--- src/ipd_pkg.sv ---
// ipd_pkg: shared types and constants for the modem http response parser
// no dependencies
`default_nettype none
package ipd_pkg;

    typedef struct packed {
        logic       start_req;
        logic [7:0] rx_byte;
    } t_in;

    typedef struct packed {
        logic        body_valid;
        logic [7:0]  body_byte;
        logic [7:0]  body_index;
        logic [3:0]  header_phase;
        logic [23:0] status_chars;
        logic [31:0] content_length;
        logic [23:0] discarded_count;
        logic [2:0]  outcome;
    } t_out;

    typedef enum logic [2:0] {
        PH_TOKEN   = 3'd0,
        PH_LENGTH  = 3'd1,
        PH_PAYLOAD = 3'd2,
        PH_CLOSE   = 3'd3,
        PH_DONE    = 3'd4,
        PH_ERROR   = 3'd5
    } t_frame_phase;

    localparam logic [2:0] OUT_RUN    = 3'd0;
    localparam logic [2:0] OUT_OK     = 3'd1;
    localparam logic [2:0] OUT_BAD    = 3'd2;
    localparam logic [2:0] OUT_TOKERR = 3'd3;
    localparam logic [2:0] OUT_EXTRA  = 3'd4;

    // classified byte handed from the framing part to the header walk
    typedef struct packed {
        logic       clear;     // start_req seen on this byte
        logic       line_clr;  // ':' ended a length field
        logic       walk;      // payload byte for the header walk
        logic [7:0] c;
        logic [2:0] outcome;   // framing outcome after this byte
    } t_cmd;

    localparam logic [7:0] CH_CR = 8'd13;
    localparam logic [7:0] CH_LF = 8'd10;
    localparam logic [7:0] CH_SP = 8'h20;

    function automatic logic [7:0] tok_ipd(input logic [2:0] p);
        case (p)
            3'd0: tok_ipd = "+";
            3'd1: tok_ipd = "I";
            3'd2: tok_ipd = "P";
            3'd3: tok_ipd = "D";
            default: tok_ipd = ",";
        endcase
    endfunction

    function automatic logic [7:0] tok_close(input logic [2:0] p);
        case (p)
            3'd0: tok_close = "C";
            3'd1: tok_close = "L";
            3'd2: tok_close = "O";
            3'd3: tok_close = "S";
            default: tok_close = "E";
        endcase
    endfunction

    function automatic logic [7:0] key_http(input logic [1:0] p);
        case (p)
            2'd0: key_http = "H";
            2'd1: key_http = "T";
            2'd2: key_http = "T";
            default: key_http = "P";
        endcase
    endfunction

    function automatic logic [7:0] key_clen(input logic [3:0] p);
        logic [127:0] s;
        s = "Content-Length: ";
        key_clen = s[8'd127 - {p, 3'd0} -: 8];
    endfunction

    function automatic logic is_digit(input logic [7:0] c);
        is_digit = (c >= "0") && (c <= "9");
    endfunction

endpackage
`default_nettype wire

--- src/ipd_front.sv ---
// ipd_front: outer framing (token sync, length, payload count, close tail)
// depends on ipd_pkg
`default_nettype none
module ipd_front import ipd_pkg::*; (
    input  wire logic i_clk,
    input  wire logic i_rst_n,
    input  wire logic i_fire,
    input  wire t_in  i_item,
    output t_cmd      o_cmd
);
    t_frame_phase r_ph, n_ph;
    logic [2:0]  r_tpos, n_tpos;
    logic [1:0]  r_flags, n_flags;
    logic [1:0]  r_tail, n_tail;
    logic [15:0] r_left, n_left;
    logic        r_dend, n_dend;
    logic [2:0]  r_out, n_out;

    always_ff @(posedge i_clk) begin
        if (!i_rst_n) begin
            r_ph <= PH_TOKEN; r_tpos <= '0; r_flags <= 2'b11; r_tail <= '0;
            r_left <= '0; r_dend <= 1'b0; r_out <= OUT_RUN;
        end else if (i_fire) begin
            r_ph <= n_ph; r_tpos <= n_tpos; r_flags <= n_flags; r_tail <= n_tail;
            r_left <= n_left; r_dend <= n_dend; r_out <= n_out;
        end
    end

    always_comb begin
        t_frame_phase ph;
        logic [2:0]  tp, p;
        logic [1:0]  fl, tl;
        logic [15:0] lf;
        logic        de;
        logic [2:0]  oc;
        logic [20:0] v;
        logic [7:0]  c;
        c = i_item.rx_byte;
        if (i_item.start_req) begin
            ph = PH_TOKEN; tp = '0; fl = 2'b11; tl = '0; lf = '0; de = 1'b0; oc = OUT_RUN;
        end else begin
            ph = r_ph; tp = r_tpos; fl = r_flags; tl = r_tail; lf = r_left; de = r_dend;
            oc = r_out;
        end
        o_cmd = '0;
        o_cmd.clear = i_item.start_req;
        o_cmd.c = c;
        v = '0;
        p = '0;
        case (ph)
            PH_TOKEN: begin
                if (!(tp == 3'd0 && (c == CH_CR || c == CH_LF))) begin
                    p = (tp < 3'd5) ? tp : 3'd4;
                    if (c != tok_ipd(p))   fl[0] = 1'b0;
                    if (c != tok_close(p)) fl[1] = 1'b0;
                    tp = p + 3'd1;
                    if (tp == 3'd5) begin
                        tp = '0;
                        if (fl[1]) begin
                            ph = PH_CLOSE; tl = 2'd3;
                        end else if (fl[0]) begin
                            ph = PH_LENGTH; lf = '0; de = 1'b0;
                        end else begin
                            ph = PH_ERROR; oc = OUT_TOKERR;
                        end
                        fl = 2'b11;
                    end
                end
            end
            PH_LENGTH: begin
                if (c == ":") begin
                    o_cmd.line_clr = 1'b1;
                    ph = (lf != '0) ? PH_PAYLOAD : PH_TOKEN;
                end else if (!de && is_digit(c)) begin
                    v = {lf, 3'd0} + {2'd0, lf, 1'b0} + {13'd0, c - 8'h30};
                    lf = (v > 21'd65535) ? 16'hFFFF : v[15:0];
                end else begin
                    de = 1'b1;
                end
            end
            PH_PAYLOAD: begin
                if (lf != '0) lf = lf - 16'd1;
                o_cmd.walk = 1'b1;
                if (lf == '0) ph = PH_TOKEN;
            end
            PH_CLOSE: begin
                if (tl != '0) tl = tl - 2'd1;
                // status is known to the back part; it resolves ok versus bad
                if (tl == '0) begin
                    ph = PH_DONE; oc = OUT_OK;
                end
            end
            PH_DONE: oc = OUT_EXTRA;
            default: ;
        endcase
        o_cmd.outcome = oc;
        n_ph = ph; n_tpos = tp; n_flags = fl; n_tail = tl; n_left = lf; n_dend = de;
        n_out = oc;
    end
endmodule
`default_nettype wire

--- src/ipd_fifo.sv ---
// ipd_fifo: two-entry queue between framing and header walk
// depends on ipd_pkg
`default_nettype none
module ipd_fifo import ipd_pkg::*; (
    input  wire logic i_clk,
    input  wire logic i_rst_n,
    input  wire logic i_wr,
    input  wire t_cmd i_data,
    output logic      o_full,
    output logic      o_empty,
    input  wire logic i_rd,
    output t_cmd      o_data
);
    t_cmd r_mem [2];
    logic r_wp, r_rp;
    logic [1:0] r_cnt;

    always_ff @(posedge i_clk) begin
        if (!i_rst_n) begin
            r_wp <= 1'b0; r_rp <= 1'b0; r_cnt <= '0;
        end else begin
            if (i_wr) r_wp <= ~r_wp;
            if (i_rd) r_rp <= ~r_rp;
            r_cnt <= r_cnt + {1'b0, i_wr} - {1'b0, i_rd};
        end
    end

    always_ff @(posedge i_clk) begin
        if (i_wr) r_mem[r_wp] <= i_data;
    end

    assign o_data  = r_mem[r_rp];
    assign o_full  = (r_cnt == 2'd2);
    assign o_empty = (r_cnt == 2'd0);
endmodule
`default_nettype wire

--- src/ipd_walk.sv ---
// ipd_walk: http header walk, body capture and result register
// depends on ipd_pkg
`default_nettype none
module ipd_walk import ipd_pkg::*; #(
    parameter int BODY_BUF_SIZE = 128
) (
    input  wire logic i_clk,
    input  wire logic i_rst_n,
    input  wire logic i_fire,
    input  wire t_cmd i_cmd,
    output t_out      o_res
);
    localparam logic [8:0] BUF_N = 9'(BODY_BUF_SIZE);

    logic [3:0]  r_step, n_step;
    logic [8:0]  r_cnt, n_cnt;
    logic        r_km, n_km;
    logic        r_cr, n_cr;
    logic [23:0] r_st, n_st;
    logic        r_good, n_good;
    logic [31:0] r_len, n_len;
    logic        r_lend, n_lend;
    logic [23:0] r_drop, n_drop;
    t_out        n_res;

    always_ff @(posedge i_clk) begin
        if (!i_rst_n) begin
            r_step <= '0; r_cnt <= '0; r_km <= 1'b1; r_cr <= 1'b0; r_st <= '0;
            r_good <= 1'b0; r_len <= '0; r_lend <= 1'b0; r_drop <= '0;
        end else if (i_fire) begin
            r_step <= n_step; r_cnt <= n_cnt; r_km <= n_km; r_cr <= n_cr; r_st <= n_st;
            r_good <= n_good; r_len <= n_len; r_lend <= n_lend; r_drop <= n_drop;
        end
    end

    always_ff @(posedge i_clk) begin
        if (i_fire) o_res <= n_res;
    end

    always_comb begin
        logic [3:0]  sp;
        logic [8:0]  cnt, lc;
        logic        km, cr, gd, le;
        logic [23:0] st, dr;
        logic [31:0] ln;
        logic [35:0] v;
        logic [7:0]  c;
        c = i_cmd.c;
        if (i_cmd.clear) begin
            sp = '0; lc = '0; km = 1'b1; cr = 1'b0; st = '0; gd = 1'b0; ln = '0;
            le = 1'b0; dr = '0;
        end else begin
            sp = r_step; lc = r_cnt; km = r_km; cr = r_cr; st = r_st; gd = r_good;
            ln = r_len; le = r_lend; dr = r_drop;
        end
        if (i_cmd.line_clr) lc = '0;
        n_res = '0;
        v = '0;
        cnt = lc;
        if (i_cmd.walk) begin
            cnt = (lc < 9'd511) ? lc + 9'd1 : 9'd511;
            case (sp)
                4'd0: begin
                    if (cnt <= 9'd4) begin
                        if (cnt == 9'd1) begin
                            km = (c == key_http(2'd0)); cr = (c == CH_CR);
                        end else begin
                            km = km && (c == key_http(2'(cnt - 9'd1)));
                        end
                        if (cnt == 9'd4 && km) begin
                            sp = 4'd1; cnt = '0;
                        end
                    end else if (dr != 24'hFFFFFF) dr = dr + 24'd1;
                end
                4'd1: if (c == CH_SP) begin
                    sp = 4'd2; cnt = '0;
                end
                4'd2: begin
                    case (cnt)
                        9'd0: st[7:0]   = c;
                        9'd1: st[23:16] = c;
                        9'd2: st[15:8]  = c;
                        9'd3: st[7:0]   = c;
                        default: ;
                    endcase
                    if (cnt == 9'd3) begin
                        if (st[23:16] == "1" || st[23:16] == "2" || st[23:16] == "3")
                            gd = 1'b1;
                        sp = 4'd3; cnt = '0;
                    end
                end
                4'd3: if (c == CH_LF) begin
                    sp = 4'd4; cnt = '0;
                end
                4'd4: begin
                    if (cnt > 9'd32 || c == CH_LF) begin
                        if (c == CH_LF) cnt = '0;
                    end else begin
                        if (cnt == 9'd1) begin
                            km = (c == key_clen(4'd0)); cr = (c == CH_CR);
                        end else begin
                            km = km && cnt <= 9'd16 && (c == key_clen(4'(cnt - 9'd1)));
                        end
                        if (cnt == 9'd16 && km) begin
                            sp = 4'd5; cnt = '0;
                        end
                    end
                end
                4'd5: begin
                    if (cnt <= 9'd32) begin
                        if (c == CH_LF) begin
                            sp = 4'd6; cnt = '0;
                        end else if (!le) begin
                            if (is_digit(c)) begin
                                v = {1'b0, ln, 3'd0} + {3'd0, ln, 1'b0}
                                    + {28'd0, c - 8'h30};
                                ln = (v > 36'hFFFFFFFF) ? 32'hFFFFFFFF : v[31:0];
                            end else le = 1'b1;
                        end
                    end else if (dr != 24'hFFFFFF) dr = dr + 24'd1;
                end
                4'd6: begin
                    if (cnt > 9'd32 || c == CH_LF) begin
                        if (c == CH_LF) begin
                            if (cnt <= 9'd32 && cr) sp = 4'd7;
                            cnt = '0;
                        end
                    end else if (cnt == 9'd1) cr = (c == CH_CR);
                end
                4'd7: begin
                    n_res.body_valid = 1'b1;
                    n_res.body_byte  = c;
                    n_res.body_index = 8'(cnt - 9'd1);
                    if (cnt == BUF_N) sp = 4'd8;
                end
                default: if (dr != 24'hFFFFFF) dr = dr + 24'd1;
            endcase
        end
        n_step = sp; n_cnt = cnt; n_km = km; n_cr = cr; n_st = st; n_good = gd;
        n_len = ln; n_lend = le; n_drop = dr;
        n_res.header_phase    = sp;
        n_res.status_chars    = st;
        n_res.content_length  = ln;
        n_res.discarded_count = dr;
        n_res.outcome = (i_cmd.outcome == OUT_OK && !gd) ? OUT_BAD : i_cmd.outcome;
    end
endmodule
`default_nettype wire

--- src/ipd_http_response_parser_unit.sv ---
// ipd_http_response_parser_unit: top level of the modem http response parser
// depends on ipd_pkg, ipd_front, ipd_fifo, ipd_walk
// usage:
//   input channel carries one received byte per transaction plus start_req,
//   which clears all parse state before that byte is handled.
//   output channel returns exactly one result per input byte: body byte and
//   index when a body byte is captured, plus header step, status characters,
//   content length, dropped byte count and outcome.
//   the framing front classifies each byte in the accept cycle and pushes it
//   into a two-entry queue; the header walk pops one entry a cycle into the
//   output register unless the receiver stalls. the result thus passes the
//   queue and then the output register; throughput is one byte per cycle
//   while the receiver does not stall.
//   when the receiver stalls, the result register holds, input is still
//   accepted until the two-entry queue is full, then o_stall rises.
//   reset (synchronous, active low) empties the queue and puts every parse
//   state at its start values; the block accepts bytes on the next cycle.
`default_nettype none
module ipd_http_response_parser_unit import ipd_pkg::*; #(
    parameter int BODY_BUF_SIZE = 128
) (
    input  wire logic i_clk,
    input  wire logic i_rst_n,
    input  wire logic i_valid,
    output logic      o_stall,
    input  wire t_in  i_data,
    output logic      o_valid,
    input  wire logic i_stall,
    output t_out      o_data
);
    t_cmd w_cmd, q_cmd;
    logic q_full, q_empty, in_fire, q_pop;
    logic r_ovalid;

    assign o_stall = q_full;
    assign in_fire = i_valid && !q_full;
    assign q_pop   = !q_empty && (!r_ovalid || !i_stall);

    ipd_front u_front (
        .i_clk(i_clk), .i_rst_n(i_rst_n), .i_fire(in_fire), .i_item(i_data),
        .o_cmd(w_cmd)
    );

    ipd_fifo u_fifo (
        .i_clk(i_clk), .i_rst_n(i_rst_n), .i_wr(in_fire), .i_data(w_cmd),
        .o_full(q_full), .o_empty(q_empty), .i_rd(q_pop), .o_data(q_cmd)
    );

    ipd_walk #(.BODY_BUF_SIZE(BODY_BUF_SIZE)) u_walk (
        .i_clk(i_clk), .i_rst_n(i_rst_n), .i_fire(q_pop), .i_cmd(q_cmd),
        .o_res(o_data)
    );

    always_ff @(posedge i_clk) begin
        if (!i_rst_n) begin
            r_ovalid <= 1'b0;
        end else if (q_pop) begin
            r_ovalid <= 1'b1;
        end else if (!i_stall) begin
            r_ovalid <= 1'b0;
        end
    end

    assign o_valid = r_ovalid;
endmodule
`default_nettype wire

--- config.mk ---
export PLATFORM = sky130hd
export DESIGN_NAME = ipd_http_response_parser_unit
export DESIGN_NICKNAME = d
export VERILOG_FILES = /design/src/ipd_pkg.sv /design/src/ipd_front.sv /design/src/ipd_fifo.sv /design/src/ipd_walk.sv /design/src/ipd_http_response_parser_unit.sv
export SDC_FILE = /design/constraint.sdc
export NUM_CORES = 1
export LEC_CHECK = 0
export BUFFER_PORTS_ARGS = -buffer_cell sky130_fd_sc_hd__buf_2
export CAP_MARGIN = 20
export CORE_MARGIN = 3
export CORE_UTILIZATION = 58
export CTS_BUF_LIST = sky130_fd_sc_hd__clkbuf_8
export CTS_CLUSTER_DIAMETER = 200
export CTS_CLUSTER_SIZE = 28
export DETAILED_ROUTE_END_ITERATION = 10
export PLACE_DENSITY = 0.8
export SLEW_MARGIN = 20
export SYNTH_ARGS = -nofsm -noshare
export SYNTH_HDL_FRONTEND = slang
export SYNTH_SLANG_ARGS = --single-unit
--- constraint.sdc ---
create_clock -name i_clk -period 6.04 [get_ports i_clk]
set_clock_uncertainty 0.05 [all_clocks]
set_input_delay 1.208 -clock i_clk [delete_from_list [all_inputs] [get_ports i_clk]]
set_output_delay 1.208 -clock i_clk [all_outputs]
set_load 0.03 [all_outputs]
==> impl_metrics.env <==
export IMPL_syn_inst=2144
export IMPL_die_x_um=182
export IMPL_synth_cell_type_count=98
export IMPL_cts_resized=0
export IMPL_cts_buffers=13
export IMPL_drv_cap=0
export IMPL_timing_final_max_slew_violations=0
export IMPL_wl_per_cell_um=19.7
export IMPL_antenna_found_initial=0
export IMPL_cp_max_fo=31
export IMPL_port_buffers=118
export IMPL_tritoncts="built"
export IMPL_synth_edf_count=132
export IMPL_path_class="register to register"
export IMPL_outcome="complete, no violations"
export IMPL_htree_levels=1
export IMPL_synth_common_cells="nor2_1, nand2_1, a21oi_1"
export IMPL_powerDensity_nw_per_um2=342
export IMPL_synth_most_common_cell="nor2_1"
export IMPL_clock_latency_ns=0.57
export IMPL_cp_slowest_cell="or3_2"
export IMPL_coreArea_um2=30200
export IMPL_drc_errors=0
export IMPL_startpoint_type="register"
export IMPL_viasPerCell=6.47
export IMPL_io_pins=119
export IMPL_rsz0062_at_grt="false"
export IMPL_routed_wl_mm=51.4
export IMPL_grtUsageTotal_pct=29.7
export IMPL_overflow=0
export IMPL_endpoint_kind="register"
export IMPL_layout_drive_gt1_share_pct=11.1
export IMPL_postCtsSetupBuffers=0
export IMPL_ir_drop_mv=0.205
export IMPL_start_util_pct=59.8
export IMPL_die_h_um=182
export IMPL_ff_latch_area_um2=6630
export IMPL_finalCriticalPeriod_ns=5.72
export IMPL_synth_area_leaders="edfxtp_1, dfxtp_1, ha_1, nor2_1, a21oi_1"
export IMPL_synth_area_um2=18000
export IMPL_yosysWarnings=0
export IMPL_ys_flop_type="dfxtp_1"
export IMPL_slowest_delay_ns=0.74
export IMPL_hp_class="register to register"
export IMPL_hpwl_mm=37.5
export IMPL_finalHoldViolations=0
export IMPL_worst_pin_slew_ns=0.984
export IMPL_max_freq_ghz=0.175
export IMPL_fin_crit_sh_pct=94.7
export IMPL_drt_iter0_drc=1905
export IMPL_drt_pass1_iter_count=6
export IMPL_first_global_vias=15900
export IMPL_fp_row_count=63
export IMPL_required_ns=6.33
export IMPL_slew_headroom_pct=33.5
export IMPL_clk_path_buf_depth=3
export IMPL_dpl_cell_area_um2=19000
export IMPL_synthArstFlopShare_pct=0
export IMPL_die_area_um2=33300
export IMPL_fill_cells=2605
export IMPL_fin_tns_setup_ns=0
export IMPL_fin_area_um2=19200
export IMPL_avgSynthCellArea_um2=8.42
export IMPL_grt_pass1_wl_mm=81.7
export IMPL_ctsHoldBuffers=0
export IMPL_crit_chain="buf_12 -> mux2i_4 -> buf_4 -> and2_1 -> ha_1 -> ha_1 -> a21o_1 -> a21o_1 -> a21oi_1 -> o21ai_0 -> o21bai_1 -> o31a_1 -> o221ai_1 -> a211o_1 -> or3_2 -> a21oi_1 -> nor2_1"
export IMPL_p_leak_uw=0.00780
export IMPL_synth_top_area_cell="edfxtp_1"
export IMPL_cts_root_buf="clkbuf_8"
export IMPL_dr_total_vias=16800
export IMPL_worstPathArrival_ns=6.01
export IMPL_nets=2327
export IMPL_grt_start_max_net_pins=71
export IMPL_ant_nets=0
export IMPL_area_growth_pct=6.56
export IMPL_reg2reg_slack_ns=0.32
export IMPL_synth_fp_nets=2267
export IMPL_cts_sinks=265
export IMPL_antenna_cells=0
export IMPL_gp_congestion=0.955
export IMPL_yosysSeqAreaShare_pct=36.7
export IMPL_multi_input_area_um2=10700
export IMPL_setup_violations=0
export IMPL_clkTransAtPathRegs_ns=0.16
export IMPL_synth_top_area_share_pct=22.0
export IMPL_ys_ff_latch=265
[power by group]
part | total, µW | internal [µW] | switching, µW
clock network | 777 | 214 | 563
logic | 3150 | 890 | 2260
registers | 2650 | 2410 | 235
[layout make-up]
class / instances / area share (%)
clock buffer: 13 / 0.930
tap: 390 / 2.54
clock inverter: 9 / 0.260
timing repair buffer: 157 / 4.64
multi-input combinational: 1678 / 55.4
sequential: 265 / 34.5
inverter: 89 / 1.76
[flip-flops by register name, summed over array words and instances, names as in the netlist, named ones only]
name	flops
u_walk.o_res	104
u_walk.r_len	32
u_fifo.r_mem	28
u_walk.r_drop	24
u_walk.r_st	24
u_front.r_left	16
u_walk.r_cnt	9
u_walk.r_step	4
u_front.r_out	3
u_front.r_ph	3
u_front.r_tpos	3
u_fifo.r_cnt	2
u_front.r_flags	2
u_front.r_tail	2
o_valid	1
u_fifo.r_rp	1
u_fifo.r_wp	1
u_front.r_dend	1
u_walk.r_cr	1
u_walk.r_good	1
u_walk.r_km	1
u_walk.r_lend	1
[critical path: cells and delay by family, from the launching register on]
| family | cells | cell delay [ns] |
|---|---|---|
| fa+ha+maj | 2 | 0.64 |
| buf+inv | 2 | 0.65 |
| mux | 1 | 0.35 |
| flops | 1 | 0.60 |
| compound gates | 9 | 2.09 |
| simple gates | 3 | 1.08 |
[cell families after synthesis]
kind of cell | after synthesis | synth area share, %
DFF | 265 | 36.7
and+or+nand+nor | 838 | 22.5
muxes | 43 | 2.55
buffers and inverters | 201 | 4.46
AOI/OAI and AO/OA | 601 | 21.6
xor gates and xnor gates | 86 | 4.17
adders and majority gates | 110 | 7.96
[cell usage in the layout, fill, tap and decap left out, types with 16 or more instances in the layout]
master    instances
xnor2_1          65
a211oi_1         22
inv_1            90
o21ai_1          29
nor2_1          264
o31ai_1          31
nand2b_1         31
nand4_1          23
nor4_1           17
mux2i_1          29
and2_1           41
nor2b_1          16
nand3_1          78
a21oi_1         169
buf_2           119
a31oi_1          21
nor3_1           69
o21ai_0         119
nand2_1         198
a21o_1           39
edfxtp_1        132
dfxtp_1         133
xor2_1           21
ha_1            102
and3_1           20
buf_4            37
[layer usage]
layer | wire (µm) | share of wire, % | vias up | track usage (%)
li1 | - | - | 7932 | -
met1 | 21100 | 41 | 7974 | 38.5
met2 | 24900 | 48 | 779 | 51.5
met3 | 3630 | 7.1 | 139 | 3.37
met4 | 1770 | 3.4 | 0 | 10.6
met5 | 0 | 0 | - | 0
[per-stage QoR]
stage | std cells | worst slack [ns] | power (µW) | hold WS, ns | utilization [%]
after global routing | 2601 | 0.119 | 6930 | 0.424 | 63.7
after floorplan | 2144 | 0.112 | 4880 | 0.382 | -
after CTS | 2601 | 0.240 | 6560 | 0.411 | 63.7
after global placement | 2578 | 0.379 | 5740 | 0.387 | 62.9
after detailed placement | 2579 | 0.302 | 5800 | 0.393 | 62.9
final | 2601 | 0.320 | 6580 | 0.411 | 63.7
[final timing paths]
| path | from | to | cells past startpoint |
|---|---|---|---|
| hold / removal | u_walk.r_len[21]$_SDFFE_PN0P_ | u_walk.r_len[21]$_SDFFE_PN0P_ | 2 |
| setup / recovery | register | u_walk.o_res[38]$_DFFE_PP_ | 17 |
| setup reg to reg | register | u_walk.o_res[38]$_DFFE_PP_ | 17 |
| hold reg to reg | u_walk.r_len[21]$_SDFFE_PN0P_ | u_walk.r_len[21]$_SDFFE_PN0P_ | 2 |
Note: power is estimated with default switching activity, not from simulation.
